===== src/rtl/qsl_pkg.sv =====
`timescale 1ns / 1ps
// ---------------------------------------------------------------------------
// qsl_pkg
// Shared types and constants for the quicksort engine.
// ---------------------------------------------------------------------------
package qsl_pkg;

  localparam int DEPTH_DEF = 64;
  localparam int DATA_W    = 32;

  typedef struct packed {
    logic signed [DATA_W-1:0] value;
    logic                     last;
  } in_item_t;

  typedef struct packed {
    logic signed [DATA_W-1:0] sorted_value;
    logic                     final_res;
    logic                     dropped;
  } out_item_t;

  // Command handed from the front end to the sort engine
  typedef struct packed {
    logic signed [DATA_W-1:0] value;
    logic                     store;  // write value at the next free slot
    logic                     last;   // sort and emit after this one
    logic                     ovf;    // this item was discarded
  } cmd_t;

  typedef enum logic [3:0] {
    S_IDLE,
    S_POP,
    S_M_RD,
    S_M_CMP,
    S_V_RD,
    S_P_RD,
    S_P_CMP,
    S_F_RD,
    S_P_FIN,
    S_EMIT_RD,
    S_EMIT_WAIT
  } eng_state_t;

  // signed less-than
  function automatic logic lt_s(input logic signed [DATA_W-1:0] a,
                                input logic signed [DATA_W-1:0] b);
    lt_s = a < b;
  endfunction

endpackage


===== src/rtl/qsl_front.sv =====
`timescale 1ns / 1ps
// ---------------------------------------------------------------------------
// qsl_front
// Accepts input items, tracks store occupancy and marks discarded items.
// ---------------------------------------------------------------------------
module qsl_front #(
  parameter int DEPTH = qsl_pkg::DEPTH_DEF
) (
  input  logic               clk,
  input  logic               rst_n,
  input  logic               in_push,
  input  qsl_pkg::in_item_t  in_item,
  output logic               in_full,
  output logic               cmd_valid,
  output qsl_pkg::cmd_t      cmd,
  input  logic               q_full,
  input  logic               eng_idle
);
  import qsl_pkg::*;

  localparam int CW = $clog2(DEPTH + 1);

  logic [CW-1:0] cnt_r, cnt_nxt;
  logic          busy_r, busy_nxt;  // a last item went by; wait for the engine
  logic          acc;
  logic          room;

  assign in_full = q_full | busy_r;
  assign acc     = in_push & ~in_full;
  assign room    = cnt_r < CW'(DEPTH);

  always_comb begin
    cmd.value = in_item.value;
    cmd.store = room;
    cmd.last  = in_item.last;
    cmd.ovf   = ~room;
  end
  assign cmd_valid = acc;

  always_comb begin
    cnt_nxt  = cnt_r;
    busy_nxt = busy_r;
    // engine back in idle with nothing queued: the batch has been emitted
    if (busy_r && eng_idle) busy_nxt = 1'b0;
    if (acc) begin
      if (in_item.last) begin
        cnt_nxt  = '0;
        busy_nxt = 1'b1;
      end else if (room) begin
        cnt_nxt = cnt_r + CW'(1);
      end
    end
  end

  always_ff @(posedge clk) begin
    if (!rst_n) begin
      cnt_r  <= '0;
      busy_r <= 1'b0;
    end else begin
      cnt_r  <= cnt_nxt;
      busy_r <= busy_nxt;
    end
  end
endmodule


===== config.mk =====
export PLATFORM = sky130hd
export DESIGN_NAME = qsl_front
export DESIGN_NICKNAME = d
export VERILOG_FILES = /design/src/rtl/qsl_pkg.sv /design/src/rtl/qsl_front.sv
export SDC_FILE = /design/constraint.sdc
export NUM_CORES = 1
export LEC_CHECK = 0
export BUFFER_PORTS_ARGS = -buffer_cell sky130_fd_sc_hd__buf_2
export CORE_MARGIN = 2
export CORE_UTILIZATION = 36
export DETAILED_ROUTE_END_ITERATION = 12
export PLACE_DENSITY = 0.83
export RECOVER_POWER = 25
export SKIP_LAST_GASP = 1
export SLEW_MARGIN = 20
export SYNTH_ARGS = -nofsm -noshare
export SYNTH_HDL_FRONTEND = slang
export SYNTH_SLANG_ARGS = --single-unit

===== constraint.sdc =====
create_clock -name clk -period 3.5 [get_ports clk]
set_input_delay 0.35 -clock clk [delete_from_list [all_inputs] [get_ports clk]]
set_output_delay 0.35 -clock clk [all_outputs]
set_load 0.01 [all_outputs]

# After elaboration in Yosys (flattened, before gate mapping)
# Cells that the tools add are included.
# totals
latch_bits,0
rom_bits,0
in_bits,38
regBits,8
word_cells,16
memories,0
ramBits,0
output_inout_bits,37
# classes
n_shift,0
div,0
n_mux,5
n_bitwise,4
n_eq_ne,0
n_mul,0
n_reduce_logical,3
n_lt_le_gt_ge,1
addsub,1
# op_table
op,count
two-way mux 7 bit,2
adder 7 x 1 -> 7 bit (second input constant),1
< comparator 7 bit (second input constant),1
two-way mux 1 bit,3
inverter 1 bit,2
AND reduction 2 bit,1
nonzero test 2 bit,1
bitwise AND 1 bit,1
logical AND 1 bit,1
OR 1 bit,1

# Logic depth before layout (Yosys ltp)
# logic_depth
depth_word,4
mapped_depth,6
ltp_nobuf,5

# Worst setup path before layout
# Ideal clock, no wire load.
# synth_path
path_kind,input to register
from,in in_item[0] (netlist name)
to,reg cnt_r[5]
arrival_ns,1.465
slack_ns,1.962
setup_ns,0.073
cell_stages,5
path_cell_list,buf_4 -> nand2b_1 -> or3b_1 -> or4_1 -> o211ai_2
# synth_between
elab_chain_len,2
elab_cells_between_ends,3
# synth_rtl
item,line_no,text
start: declaration,qsl_front.sv:12,"input qsl_pkg::in_item_t in_item,"
nonzero test 2 bit (no line),n/a,
AND reduction 2 bit (no line),n/a,
end signal: assignment,qsl_front.sv:60,cnt_r <= cnt_nxt;
end: declaration,qsl_front.sv:23,"logic [CW-1:0] cnt_r, cnt_nxt;"
# Several ways; a longest one is shown, not always the timed one.
# A chain may end at the register's enable or synchronous reset.

# Final worst setup path
# layout_path
from,reg busy_r
to,out cmd_valid
# layout_between
elab_chain_len,3
# layout_rtl
item,line_no,text
start: declaration,qsl_front.sv:24,"logic busy_r, busy_nxt;"
start signal: assignment,qsl_front.sv:61,busy_r <= busy_nxt;
OR 1 bit,qsl_front.sv:28,assign in_full = q_full | busy_r;
inverter 1 bit,qsl_front.sv:29,assign acc = in_push & ~in_full;
bitwise AND 1 bit,qsl_front.sv:29,
end: declaration,qsl_front.sv:14,"output logic cmd_valid,"
# No other way between the ends.

==> flow_summary.yaml <==
outcome:
  status: "finished, final reports clean"
logic_synthesis:
  seq_area_frac_synth_pct: 23.2
  synth-edff-count: 0
  synth.distinct_cells: 26
  synth-seq-cells: 8
  synth_area_per_cell_um2: 7.94
  yosysMostFrequentCell: "buf_4"
  synth.area.top_cells: "buf_4 39%, dfxtp_1 23%, nand2_1 2.7%"
  syn_area_um2: 691
  syn_nets: 126
  ys_async_sr_fraction_pct: 0
  yosys.area.top_type_share_pct: 39.1
  yosysWarnings: 0
  synth_top_area_cell: "buf_4"
  synthFlopType: "dfxtp_1"
  netlist_instances: 87
  synth_common_cells: "36 x buf_4, 8 x dfxtp_1, 5 x nand2_1"
pwr:
  sw_frac_of_total_pct: 23.0
  power.density_nw_per_um2: 345
  power.switching_w: 0.0000412
  power_frac_clock_pct: 38.9
  p_comb_share_pct: 9.1
  internal-power_w: 0.000138
  leakage_nw: 0.206
  pwr-share-seq_pct: 52.0
  vdd_ir_drop_max_v: 0.000143
sta:
  setup_viol_count_final: 0
  min_period_over_period_pct: 48.4
  drv_slew: 0
  maxSlewHeadroom_pct: 68.4
  skew_ns: 0.000541
  period_minus_slack_ns: 1.70
  fmax_mhz: 590
  grt_setup_unrepaired: "no"
  setup_tns_ns: 0
  hold_viol_final: 0
  worstMarginPinSlew_ns: 0.470
floorplan:
  boundaryPins: 75
  core_area_um2: 1760
  dieArea_um2: 2280
  fp.dieH_um: 47.8
  initial_core_util_pct: 39.1
  rows: 15
  die_w_um: 47.8
grt:
  globalRouteOverflowTotal: 0
  grt_start_max_net_pins: 12
  busiest_layer: "met2"
  grt_pass1_wl_um: 1540
  use_met1_pct: 10.4
  grt_use_total_pct: 10.4
  met3_usage_pct: 6.79
  antenna_found_initial: 0
  grt_pass1_vias: 364
  gr-usage-met2_pct: 15.5
clock_network:
  htree_levels: 1
  clockBufferDepth: 2
  clock_sinks: 8
  cts_hold_buf: 0
  clkLatencyLatePin_ns: 0.25
  clk_pin_slew_ns: 0.05
  cts_setup_buffers: 0
  cts-buffers-inserted: 3
  cts_resized: 0
  cts_tree: "yes"
  root_buffer: "clkbuf_4"
worst_setup_path:
  critPathKind: "reg2out"
  worstPathRequired_ns: 3.15
  crit_path_end_kind: "output port"
  arrival_ns: 1.35
  start_kind: "flop"
  path_max_fanout: 7
placed_design:
  io_buffers: 10
  dp_cells: 85
  globalplace.congestion: 0.859
route:
  drt_wl_total_um: 1060
  num_vias: 448
  drc: 0
  routedWlPerCell_um: 12.0
  antenna_left: 0
  drt-pass1-iter-count: 4
  via_per_inst: 5.09
  drtIter0Drc: 8
finish:
  drive_gt1_share_pct: 25.4
  fin_util_pct: 29.5
  nets: 104
  areaGrowthSynthToFinish_pct: -24.6
  final_cells: 88
  nFillCells: 206
  diodes: 0
run:
  maxCapViolations: 0
worst_hold_path:
  hold_path.class: "in2reg"
==> layout make-up <==
type                       instances  area [µm²]  area share, %
inverter                           3        11.3           2.16
tap                               25        31.3           6.01
sequential                         8         160           30.8
multi-input combinational         39         245           47.1
timing repair buffer              10        50.0           9.62
clock buffer                       3        22.5           4.33
==> path summary, 6_finish.rpt <==
path / from / endpoint / slack, ns / depth (start not counted)
hold reg to reg: cnt_r[4] / cnt_r[4] / 0.51 / 2
setup / recovery: busy_r / cmd_valid / 1.80 / 3
setup reg to reg: cnt_r[2] / cnt_r[5] / 1.95 / 4
hold / removal: rst_n / cnt_r[5] / 0.37 / 3
==> per-stage QoR <==
stage	hold slack, ns	worst slack, ns	area, µm²	power [W]
2_1_floorplan	0.466	1.96	691	0.000144
3_3_place_gp	0.498	1.87	498	0.000111
3_5_place_dp	0.505	1.85	498	0.000112
4_1_cts	0.361	1.80	520	0.000183
5_1_grt	0.365	1.70	520	0.000191
6_report	0.368	1.80	520	0.000179
==> power groups by stage <==
stage	sequential, W	clock [W]	combinational, W
final	0.0000933	0.0000697	0.0000164
after global routing	0.0000933	0.0000791	0.0000187
after CTS	0.0000932	0.0000734	0.0000165
after detailed placement	0.0000952	0	0.0000164
after global placement	0.0000950	0	0.0000159
after floorplan	0.0000949	0	0.0000492
==> worst max-delay path, stage by stage (launching register included) <==
cell and delay [ns]:
dfxtp_1 0.32, or3b_1 0.45, inv_1 0.17, buf_2 0.15
==> registers in the layout, indices dropped and copies added (netlist names) <==
register,count
busy_r,1
cnt_r,7
==> per-layer routing <==
| metal | vias up | wire length, µm |
|---|---|---|
| li1 | 212 | - |
| met1 | 201 | 368 |
| met2 | 29 | 512 |
| met3 | 6 | 152 |
| met4 | 0 | 23 |
| met5 | - | 0 |
==> cell families (layout without fill, tap and decap cells) <==
| group | Yosys count | count (layout) | synth area share, % |
|---|---|---|---|
| adders and majority gates | 1 | 1 | 1.81 |
| and+or+nand+nor | 26 | 26 | 21.9 |
| muxes | 1 | 1 | 1.45 |
| buffers and inverters | 40 | 16 | 41.3 |
| DFF | 8 | 8 | 23.2 |
| AOI/OAI and AO/OA | 11 | 11 | 10.3 |
==> layout by cell type (no fill, tap or decap), types with 2 or more instances in the layout <==
master,n
a21oi_1,3
a31oi_1,2
buf_2,10
clkbuf_4,3
dfxtp_1,8
inv_1,3
nand2_1,5
nand3_1,2
nor2_1,4
nor2b_1,3
o21ai_0,3
or3b_1,2
or4_1,2
(Power assumes the default switching activity.)
