===== src/rtl/qsl_pkg.sv =====
`timescale 1ns / 1ps
// ---------------------------------------------------------------------------
// qsl_pkg
// Shared types and constants for the quicksort engine.
// ---------------------------------------------------------------------------
package qsl_pkg;

  localparam int DEPTH_DEF = 64;
  localparam int DATA_W    = 32;

  typedef struct packed {
    logic signed [DATA_W-1:0] value;
    logic                     last;
  } in_item_t;

  typedef struct packed {
    logic signed [DATA_W-1:0] sorted_value;
    logic                     final_res;
    logic                     dropped;
  } out_item_t;

  // Command handed from the front end to the sort engine
  typedef struct packed {
    logic signed [DATA_W-1:0] value;
    logic                     store;  // write value at the next free slot
    logic                     last;   // sort and emit after this one
    logic                     ovf;    // this item was discarded
  } cmd_t;

  typedef enum logic [3:0] {
    S_IDLE,
    S_POP,
    S_M_RD,
    S_M_CMP,
    S_V_RD,
    S_P_RD,
    S_P_CMP,
    S_F_RD,
    S_P_FIN,
    S_EMIT_RD,
    S_EMIT_WAIT
  } eng_state_t;

  // signed less-than
  function automatic logic lt_s(input logic signed [DATA_W-1:0] a,
                                input logic signed [DATA_W-1:0] b);
    lt_s = a < b;
  endfunction

endpackage


===== src/rtl/qsl_cmd_fifo.sv =====
`timescale 1ns / 1ps
// ---------------------------------------------------------------------------
// qsl_cmd_fifo
// Two-entry queue between the front end and the sort engine.
// ---------------------------------------------------------------------------
module qsl_cmd_fifo (
  input  logic          clk,
  input  logic          rst_n,
  input  logic          wr,
  input  qsl_pkg::cmd_t wdata,
  output logic          full,
  output logic          rvalid,
  output qsl_pkg::cmd_t rdata,
  input  logic          rd
);
  import qsl_pkg::*;

  cmd_t       mem_r [2];
  logic       wp_r, rp_r;
  logic [1:0] cnt_r;

  assign full   = cnt_r == 2'd2;
  assign rvalid = cnt_r != 2'd0;
  assign rdata  = mem_r[rp_r];

  always_ff @(posedge clk) begin
    if (wr && !full) mem_r[wp_r] <= wdata;
  end

  always_ff @(posedge clk) begin
    if (!rst_n) begin
      wp_r  <= 1'b0;
      rp_r  <= 1'b0;
      cnt_r <= 2'd0;
    end else begin
      if (wr && !full) wp_r <= ~wp_r;
      if (rd && rvalid) rp_r <= ~rp_r;
      cnt_r <= cnt_r + 2'((wr && !full) ? 1 : 0) - 2'((rd && rvalid) ? 1 : 0);
    end
  end

  assert property (@(posedge clk) disable iff (!rst_n) cnt_r != 2'd3)
    else $error("cmd queue count out of range");
  assert property (@(posedge clk) disable iff (!rst_n)
    (full && !rd) |=> full)
    else $error("cmd queue lost an entry");
endmodule


===== config.mk =====
export PLATFORM = sky130hd
export DESIGN_NAME = qsl_cmd_fifo
export DESIGN_NICKNAME = d
export VERILOG_FILES = /design/src/rtl/qsl_pkg.sv /design/src/rtl/qsl_cmd_fifo.sv
export SDC_FILE = /design/constraint.sdc
export NUM_CORES = 1
export LEC_CHECK = 0
export ABC_AREA = 1
export BUFFER_PORTS_ARGS = -buffer_cell sky130_fd_sc_hd__buf_2
export CAP_MARGIN = 20
export CORE_MARGIN = 5
export CORE_UTILIZATION = 47
export DETAILED_ROUTE_END_ITERATION = 8
export GPL_ROUTABILITY_DRIVEN = 0
export PLACE_DENSITY = 0.75
export SLEW_MARGIN = 20
export SYNTH_ARGS = -nofsm -noshare
export SYNTH_HDL_FRONTEND = slang
export SYNTH_SLANG_ARGS = --single-unit
export TNS_END_PERCENT = 30

===== constraint.sdc =====
create_clock -name clk -period 2.71 [get_ports clk]
set_clock_uncertainty 0.2 [all_clocks]
set_input_delay 0.271 -clock clk [delete_from_list [all_inputs] [get_ports clk]]
set_output_delay 0.271 -clock clk [all_outputs]
set_load 0.02 [all_outputs]

# ---- Word level (Yosys, flattened, before mapping)
# Memory sizes are Yosys's and may differ from the RTL's. A register that Yosys moved wholly into a read port is not among the register bits.
# Index checks and enable logic that the tools add are counted.
dict set report classes {
  add_sub_neg 2
  n_mul 0
  div_mod_pow 0
  order_cmp 0
  eq_ne 1
  shift 0
  n_mux 6
  bitwise 2
  n_reduce_logical 4
}
# operator count
set ops {}
lappend ops {{2-to-1 mux 1 bit} 6}
lappend ops {{adder 2 x 1 -> 2 bit} 1}
lappend ops {{equality test 2 bit, second input constant} 1}
lappend ops {{logical AND 1 bit} 2}
lappend ops {{inverter 1 bit} 2}
lappend ops {{nonzero test 2 bit} 1}
lappend ops {{subtractor 2 x 1 -> 2 bit} 1}
lappend ops {{logical NOT 1 bit} 1}
dict set report word_totals {
  register_bits 4
  latchBits 0
  mem_bits_rw 70
  mem_bits_ro 0
  in_bits 39
  out_inout_bits 37
  elab_cells 19
  mem_count 1
}
# name words word_bits read_ports rd_ports_with_merged_regs wr line
set mem_list {}
lappend mem_list {mem_r 2 35 1 1 1 qsl_cmd_fifo.sv:18} ;# cmd_t mem_r [2];

# ---- Depth between registers and ports, before layout
# Gate-level depths: netlist of run 1.
dict set report logic_depth {
  word_depth 6
  mapped_depth 11
}

# ---- Worst setup path after synthesis of run 1
# Ideal clock, no wire load.
dict set report synth_timing {
  kind {register to register}
  from {reg cnt_r[0]}
  to {mem mem_r[0][0] (netlist bit) (enable)}
  setup_time_ns 0.427
  arrival_ns 2.038
  setup_slack_ns 0.045
  path_stages_with_launch 5
  period_less_slack_ns 2.665
  cell_sequence {dfxtp_1 > inv_1 > nand2_1 > nand2_1 > nor2_1}
}
dict set report synth_via {
  elab_chain_len 5
}
# item line
set synth_lines {}
lappend synth_lines {{from (decl)} qsl_cmd_fifo.sv:20} ;# logic [1:0] cnt_r;
lappend synth_lines {{from (signal assigned)} qsl_cmd_fifo.sv:38} ;# cnt_r <= cnt_r + 2'((wr && !full) ? 1 : 0) - 2'((rd && rvalid) ? 1 : 0);
lappend synth_lines {{equality test 2 bit} qsl_cmd_fifo.sv:22} ;# assign full = cnt_r == 2'd2;
lappend synth_lines {{logical NOT 1 bit} qsl_cmd_fifo.sv:27} ;# if (wr && !full) mem_r[wp_r] <= wdata;
lappend synth_lines {{logical AND 1 bit} qsl_cmd_fifo.sv:27}
lappend synth_lines {{2-to-1 mux 1 bit} qsl_cmd_fifo.sv:27}
lappend synth_lines {{2-to-1 mux 1 bit (not written as such)} qsl_cmd_fifo.sv:27}
lappend synth_lines {{to (decl)} qsl_cmd_fifo.sv:18}
# Every way passes these cells.

==> results of run 1 <==
area by class of cell:
class	instances	area share (%)
clock buffers	10	3.25
multi-input cells	59	16.0
clock inverters	6	1.43
flip-flops and latches	75	56.1
repair buffers	116	20.0
well taps	75	2.39
inverters	8	0.765
per-stage QoR:
| stage | hold slack (ns) | setup slack [ns] | util [%] | power [W] | area (sq um) |
|---|---|---|---|---|---|
| 2_1_floorplan | 0.164 | 0.0449 | - | 0.00232 | 2920 |
| 3_3_place_gp | 0.260 | 0.882 | 56.4 | 0.00255 | 3380 |
| 3_5_place_dp | 0.264 | 0.861 | 56.4 | 0.00257 | 3380 |
| 4_1_cts | 0.00617 | 0.572 | 65.5 | 0.00340 | 3930 |
| 5_1_grt | 0.0273 | 0.531 | 65.5 | 0.00353 | 3930 |
| 6_report | 0.0203 | 0.620 | 65.5 | 0.00336 | 3930 |
logic make-up after synthesis:
logic type | count (synthesis) | synth area share [%]
buffers and inverters | 12 | 3.47
adders and majority gates | 2 | 0.856
DFF | 75 | 75.3
AOI/OAI and AO/OA | 2 | 0.342
muxes | 35 | 17.3
and+or+nand+nor | 20 | 2.70
flip-flops by register name, summed over array words and instances (netlist names), named ones only:
signal,flops
rp_r,1
mem_r,70
cnt_r,2
wp_r,1
power by group:
group	leakage (nW)	internal (W)	total [W]	switching, W
clock	0.0951	0.000418	0.000787	0.000369
combinational	0.820	0.000476	0.00103	0.000556
sequential	0.695	0.00147	0.00154	0.0000678
final timing paths:
path,startpoint,end,slack [ns],cells after the start
setup / recovery,register,rdata[28],0.62,3
hold / removal,wr,wp_r,0.02,3
setup reg to reg,cnt_r[0],mem_r[0][29],0.88,5
hold reg to reg,rp_r,rp_r,0.31,2
cells in the final DEF (no fill, tap or decap), drive strengths merged:
| master | count |
|---|---|
| buf | 80 |
| edfxtp | 70 |
| dlygate4sd3 | 36 |
| mux2 | 35 |
| clkbuf | 10 |
| nand2 | 9 |
| inv | 8 |
| nor2 | 8 |
| dfxtp | 5 |
| clkinv | 5 |
| nand3 | 3 |
| a21oi | 2 |
| ha | 2 |
| bufinv | 1 |
per-layer routing:
layer / global-route usage (%) / up-vias
li1: - / 788
met1: 14.1 / 756
met2: 23.1 / 51
met3: 4.84 / 8
met4: 6.59 / 0
met5: 0 / -
critical path: cells and delay by family (launching register included):
family,cells,cell delay (ns)
flops,1,0.48
buf+inv,2,0.47
mux,1,0.33
repair_timing:
action	4_1_cts	5_1_grt
endpoints found under the hold margin	73	0
resized for setup	0	0
hold buffers	36	0
==> impl_metrics.py, run 1 <==
metrics = {
    "synthesis": {
        "synthCells": 146,
        "async_flop_share_pct": 0,
        "yosysUniqueCellTypes": 12,
        "synth_edf_count": 70,
        "synth_common_cells": "edfxtp_1 (70), mux2_4 (30), nand2_1 (9), inv_1 (8), nor2_1 (8)",
        "ys_warn_count": 0,
        "seq_area_frac_synth_pct": 75.3,
        "synth_top_area_cell": "edfxtp_1",
        "syn_area_sq_um": 2920,
        "ys_seq_elements": 75,
        "synth_ff_type": "edfxtp_1",
        "synth_top_cell_area_share_pct": 71.9,
        "synthTopCellsByArea": "edfxtp_1 (72%), mux2_4 (15%), dfxtp_1 (3.4%)",
        "syn_area_per_cell_sq_um": 20.0,
        "synth.most_common_cell": "edfxtp_1",
        "syn-num-nets": 187,
    },
    "floorplanning": {
        "fp.dieH_um": 88.9,
        "num_io_pins": 76,
        "start_util_pct": 48.8,
        "die_w_um": 88.9,
        "die_area_sq_um": 7900,
        "rows": 28,
        "design.core.area_sq_um": 5990,
    },
    "final_layout": {
        "fin_nets": 310,
        "fin_cells": 349,
        "nFillCells": 425,
        "regArea_sq_um": 2200,
        "antenna_cells": 0,
        "multi_input_area_sq_um": 628,
        "syn_to_final_growth_pct": 34.2,
        "drive_gt1_share_pct": 47.4,
    },
    "clocking": {
        "clk_path_buf_depth": 2,
        "clock_tree.root_cell": "clkbuf_8",
        "clock_sinks": 75,
        "tritoncts": "yes",
        "post_cts_buffers": 0,
        "clk_latency_ns": 0.33,
        "h-tree-depth": 3,
        "path_clk_slew_ns": 0.07,
        "cts_buffers": 9,
    },
    "grt": {
        "grtUsageTotal_pct": 13.3,
        "grt_max_degree": 31,
        "overflow": 0,
        "antenna_found_initial": 0,
        "grt_pass1_vias": 1626,
        "grt_pass1_wl_mm": 7.42,
    },
    "sta": {
        "fmax_mhz": 479,
        "slew_headroom_pct": 67.9,
        "hold_viol": 0,
        "slew_viol_final": 0,
        "finalCriticalPeriod_ns": 2.09,
        "fin_crit_sh_pct": 77.1,
        "rsz0062_at_grt": "no",
        "tightest_slew_ns": 0.480,
        "tns_ns": 0,
        "setup_viol": 0,
    },
    "setup_path": {
        "crit_chain": "buf_4 > mux2_4 > buf_2",
        "cp_max_fo": 13,
        "cp_data_arrival_time_ns": 1.62,
        "cp_slowest_cell": "dfxtp_2",
        "crit_type": "reg2out",
        "end_kind": "primary output",
        "start_kind": "register",
        "crit_required_ns": 2.24,
        "slowest_delay_ns": 0.48,
    },
    "placement": {
        "hpwl_mm": 3.38,
        "portBuffers": 75,
        "placed_cells": 297,
    },
    "min_path": {
        "hold_path.class": "in2reg",
    },
    "route": {
        "drtIter0Drc": 53,
        "routed.top_layer": "met4",
        "wirelength_mm": 4.97,
        "vias": 1603,
        "avgRoutedWirePerCell_um": 14.2,
        "routed_via_density": 4.59,
        "met3_wirelength_um": 384,
        "dr.pass1.iters": 2,
        "met1_length_mm": 1.98,
        "wl_met2_mm": 2.52,
        "drtAntennaViolNets": 0,
        "drc_errors": 0,
    },
    "power": {
        "ir_worst_vdd_v": 0.000535,
        "p_per_area_nw_per_um2": 855,
        "p_leak_nw": 1.61,
    },
    "run": {
        "max-cap-violations": 0,
    },
    "run_status": {
        "status": "complete, no violations",
    },
}
Note: power is estimated with default switching activity, not from simulation.
==> run 2, diff against run 1 <==
--- a/config.mk
+++ b/config.mk
@@ -5,7 +5,7 @@
 export SDC_FILE = /design/constraint.sdc
 export NUM_CORES = 1
 export LEC_CHECK = 0
-export ABC_AREA = 1
+export ABC_AREA = 0
 export BUFFER_PORTS_ARGS = -buffer_cell sky130_fd_sc_hd__buf_2
 export CAP_MARGIN = 20
 export CORE_MARGIN = 5
==> constraint.sdc (replaced) <==
create_clock -name clk -period 1.7 [get_ports clk]
set_clock_uncertainty 0.2 [all_clocks]
set_input_delay 0.17 -clock clk [delete_from_list [all_inputs] [get_ports clk]]
set_output_delay 0.17 -clock clk [all_outputs]
set_load 0.02 [all_outputs]
==> impl_metrics.py, run 2 <==
metrics = {
    "floorplanning": {
        "design.core.area_sq_um": 5990,
        "num_io_pins": 76,
        "start_util_pct": 48.6,
        "rows": 28,
        "die_w_um": 88.7,
        "fp.dieH_um": 88.7,
        "die_area_sq_um": 7870,
    },
    "setup_path": {
        "slowest_delay_ns": 0.40,
        "cp_slowest_cell": "dfxtp_4",
        "cpMostUsedCell": "buf_12",
        "end_kind": "primary output",
        "crit_path_end": "rdata[10]",
        "crit_type": "reg2out",
        "r2r-end": "cnt_r[1]",
        "crit_required_ns": 1.33,
        "cp_max_fo": 8,
        "critPathBufInv": 3,
        "r2r_slack_ns": -0.04,
        "path_delay_family": "flip-flops",
        "reg2regPathDepth": 7,
        "cp.depth": 4,
        "cp_data_arrival_time_ns": 1.43,
        "r2r-start": "cnt_r[1]",
        "crit_chain": "buf_12 > buf_12 > mux2_4 > buf_6",
        "start_kind": "register",
    },
    "clocking": {
        "cts_buffers": 9,
        "clock_sinks": 75,
        "tritoncts": "yes",
        "clock_tree.root_cell": "clkbuf_8",
        "clk_latency_ns": 0.33,
        "clk_path_buf_depth": 2,
        "path_clk_slew_ns": 0.07,
        "h-tree-depth": 3,
    },
    "synthesis": {
        "ys_seq_elements": 75,
        "async_flop_share_pct": 0,
        "yosysUniqueCellTypes": 18,
        "syn_area_sq_um": 2910,
        "synth_common_cells": "edfxtp_1 (70), mux2_4 (30), dfxtp_1 (5), mux2_2 (5), nor2_1 (4)",
        "syn_area_per_cell_sq_um": 21.6,
        "seq_area_frac_synth_pct": 75.6,
        "ys_warn_count": 0,
        "synth_ff_type": "edfxtp_1",
        "synth_top_area_cell": "edfxtp_1",
        "synthTopCellsByArea": "edfxtp_1 (72%), mux2_4 (15%), dfxtp_1 (3.4%)",
        "synthCells": 135,
        "synth_edf_count": 70,
        "synth.most_common_cell": "edfxtp_1",
        "synth_top_cell_area_share_pct": 72.1,
        "syn-num-nets": 176,
    },
    "route": {
        "wirelength_mm": 5.64,
        "routed_via_density": 4.69,
        "met3_wirelength_um": 216,
        "drtIter0Drc": 80,
        "routed.top_layer": "met4",
        "met1_length_mm": 2.12,
        "drc_errors": 0,
        "avgRoutedWirePerCell_um": 16.3,
        "dr.pass1.iters": 4,
        "vias": 1624,
        "drtAntennaViolNets": 0,
        "wl_met2_mm": 3.17,
    },
    "final_layout": {
        "fin_nets": 308,
        "top_register": "mem_r",
        "largest_register_ffs": 70,
        "final_common_cell": "edfxtp_1",
        "syn_to_final_growth_pct": 48.4,
        "drive_gt1_share_pct": 53.9,
        "antenna_cells": 0,
        "top_regs": "mem_r (70), cnt_r (2)",
        "final_cell_mix": "edfxtp_1 (70), buf_2 (46), dlygate4sd3_1 (36), mux2_4 (33), buf_6 (30)",
        "fin_cells": 346,
        "final_cell_area_sq_um": 4330,
    },
    "sta": {
        "tightest_slew_ns": 0.205,
        "rsz0062_at_grt": "yes",
        "slew_headroom_pct": 86.3,
        "hold_ws_ns": 0.0394,
        "slew_viol_final": 0,
        "fmax_mhz": 556,
        "finalCriticalPeriod_ns": 1.80,
        "setup_viol": 36,
        "finalWorstSetupSlack_ns": -0.100,
        "tns_ns": -2.85,
        "fin_crit_sh_pct": 106,
        "hold_viol": 0,
    },
    "power": {
        "combPwrFrac_pct": 38.8,
        "ir_worst_vdd_v": 0.000861,
        "switching_power_w": 0.00175,
        "p_seq_share_pct": 40.2,
        "swShare_pct": 28.8,
        "p_leak_nw": 1.74,
        "pwr-share-clk_pct": 21.0,
        "p_per_area_nw_per_um2": 1400,
        "p_int_w": 0.00432,
    },
    "placement": {
        "place_area_sq_um": 3450,
        "placed_cells": 288,
        "dp_slack_ns": -0.0320,
        "hpwl_mm": 3.29,
        "portBuffers": 75,
    },
    "grt": {
        "grtUsageTotal_pct": 15.4,
        "antenna_found_initial": 0,
        "grt_pass1_wl_mm": 8.71,
        "grt_max_degree": 36,
        "grt_pass1_vias": 1797,
        "overflow": 0,
    },
    "min_path": {
        "hold_path.class": "in2reg",
    },
    "run_status": {
        "violations": "negative setup slack",
        "status": "complete, but fails checks",
    },
    "run": {
        "max-cap-violations": 0,
    },
}
==> run 2: cell types whose count changed in the layout (fill, tap and decap cells not counted), moves of 3 or more <==
cell,change
nor2_1,-4
mux2_2,-3
buf_6,+30
inv_1,-5
nand2_1,-8
buf_2,-29
nand3_1,-3
buf_12,+7
mux2_4,+3
==> run 2: metrics by stage <==
stage / utilization (%) / power [W]
2_1_floorplan: - / 0.00373
3_3_place_gp: 57.6 / 0.00419
3_5_place_dp: 57.6 / 0.00421
4_1_cts: 70.4 / 0.00594
5_1_grt: 72.2 / 0.00634
6_report: 72.2 / 0.00607
==> run 2: worst min path at each step <==
stage                     startpoint  slack (ns)            to  depth (start not counted)
final                             wr        0.04          wp_r                          4
after global routing              wr        0.05          wp_r                          4
after floorplan             wdata[0]        0.07   mem_r[0][0]                          0
after detailed placement   wdata[27]        0.16  mem_r[0][27]                          1
after global placement     wdata[32]        0.16  mem_r[0][32]                          1
after CTS                         wr        0.03          wp_r                          4
==> run 2: power by group through the flow <==
stage               clock network [W]  registers, W  logic, W
floorplan                           0       0.00243   0.00130
global placement                    0       0.00246   0.00173
detailed placement                  0       0.00248   0.00174
CTS                           0.00130       0.00243   0.00221
global route                  0.00138       0.00247   0.00249
finish                        0.00127       0.00244   0.00236
==> run 2: metal layers <==
layer / track usage (%) / up-vias
li1: - / 778
met1: 16.3 / 789
met2: 27.7 / 45
met3: 3.45 / 12
met4: 8.93 / 0
met5: 0 / -
==> run 2: timing repair <==
item	4_1_cts	5_1_grt
endpoints found under the setup margin	35	36
resized for setup	34	34
hold buffers	36	0
setup buffers	5	0
cloned	2	0
hold endpoints to repair	75	0
pin swaps	0	0
==> run 2: kinds of logic after synthesis <==
logic type	after synthesis	synth area share, %
flops	75	75.6
mux	36	17.7
simple gates	11	1.85
buf+inv	7	2.83
xor+xnor	3	0.902
fa+ha+maj	2	0.859
compound gates	1	0.258
==> run 2: cell type report <==
cell class / count / area, sq um
sequential: 75 / 2210
timing repair buffer: 125 / 1170
fill: 381 / 1670
multi-input combinational: 53 / 662
clock inverter: 6 / 57.6
inverter: 3 / 11.3
clock buffer: 9 / 124
tap: 75 / 93.8
==> run 2: worst register-to-register path, cell delays in order, from the launching register on <==
cell	delay, ns
dfxtp_2	0.36
o21a_1	0.21
ha_1	0.27
inv_1	0.06
ha_2	0.16
xor2_1	0.17
xnor2_1	0.13
nor2_1	0.07
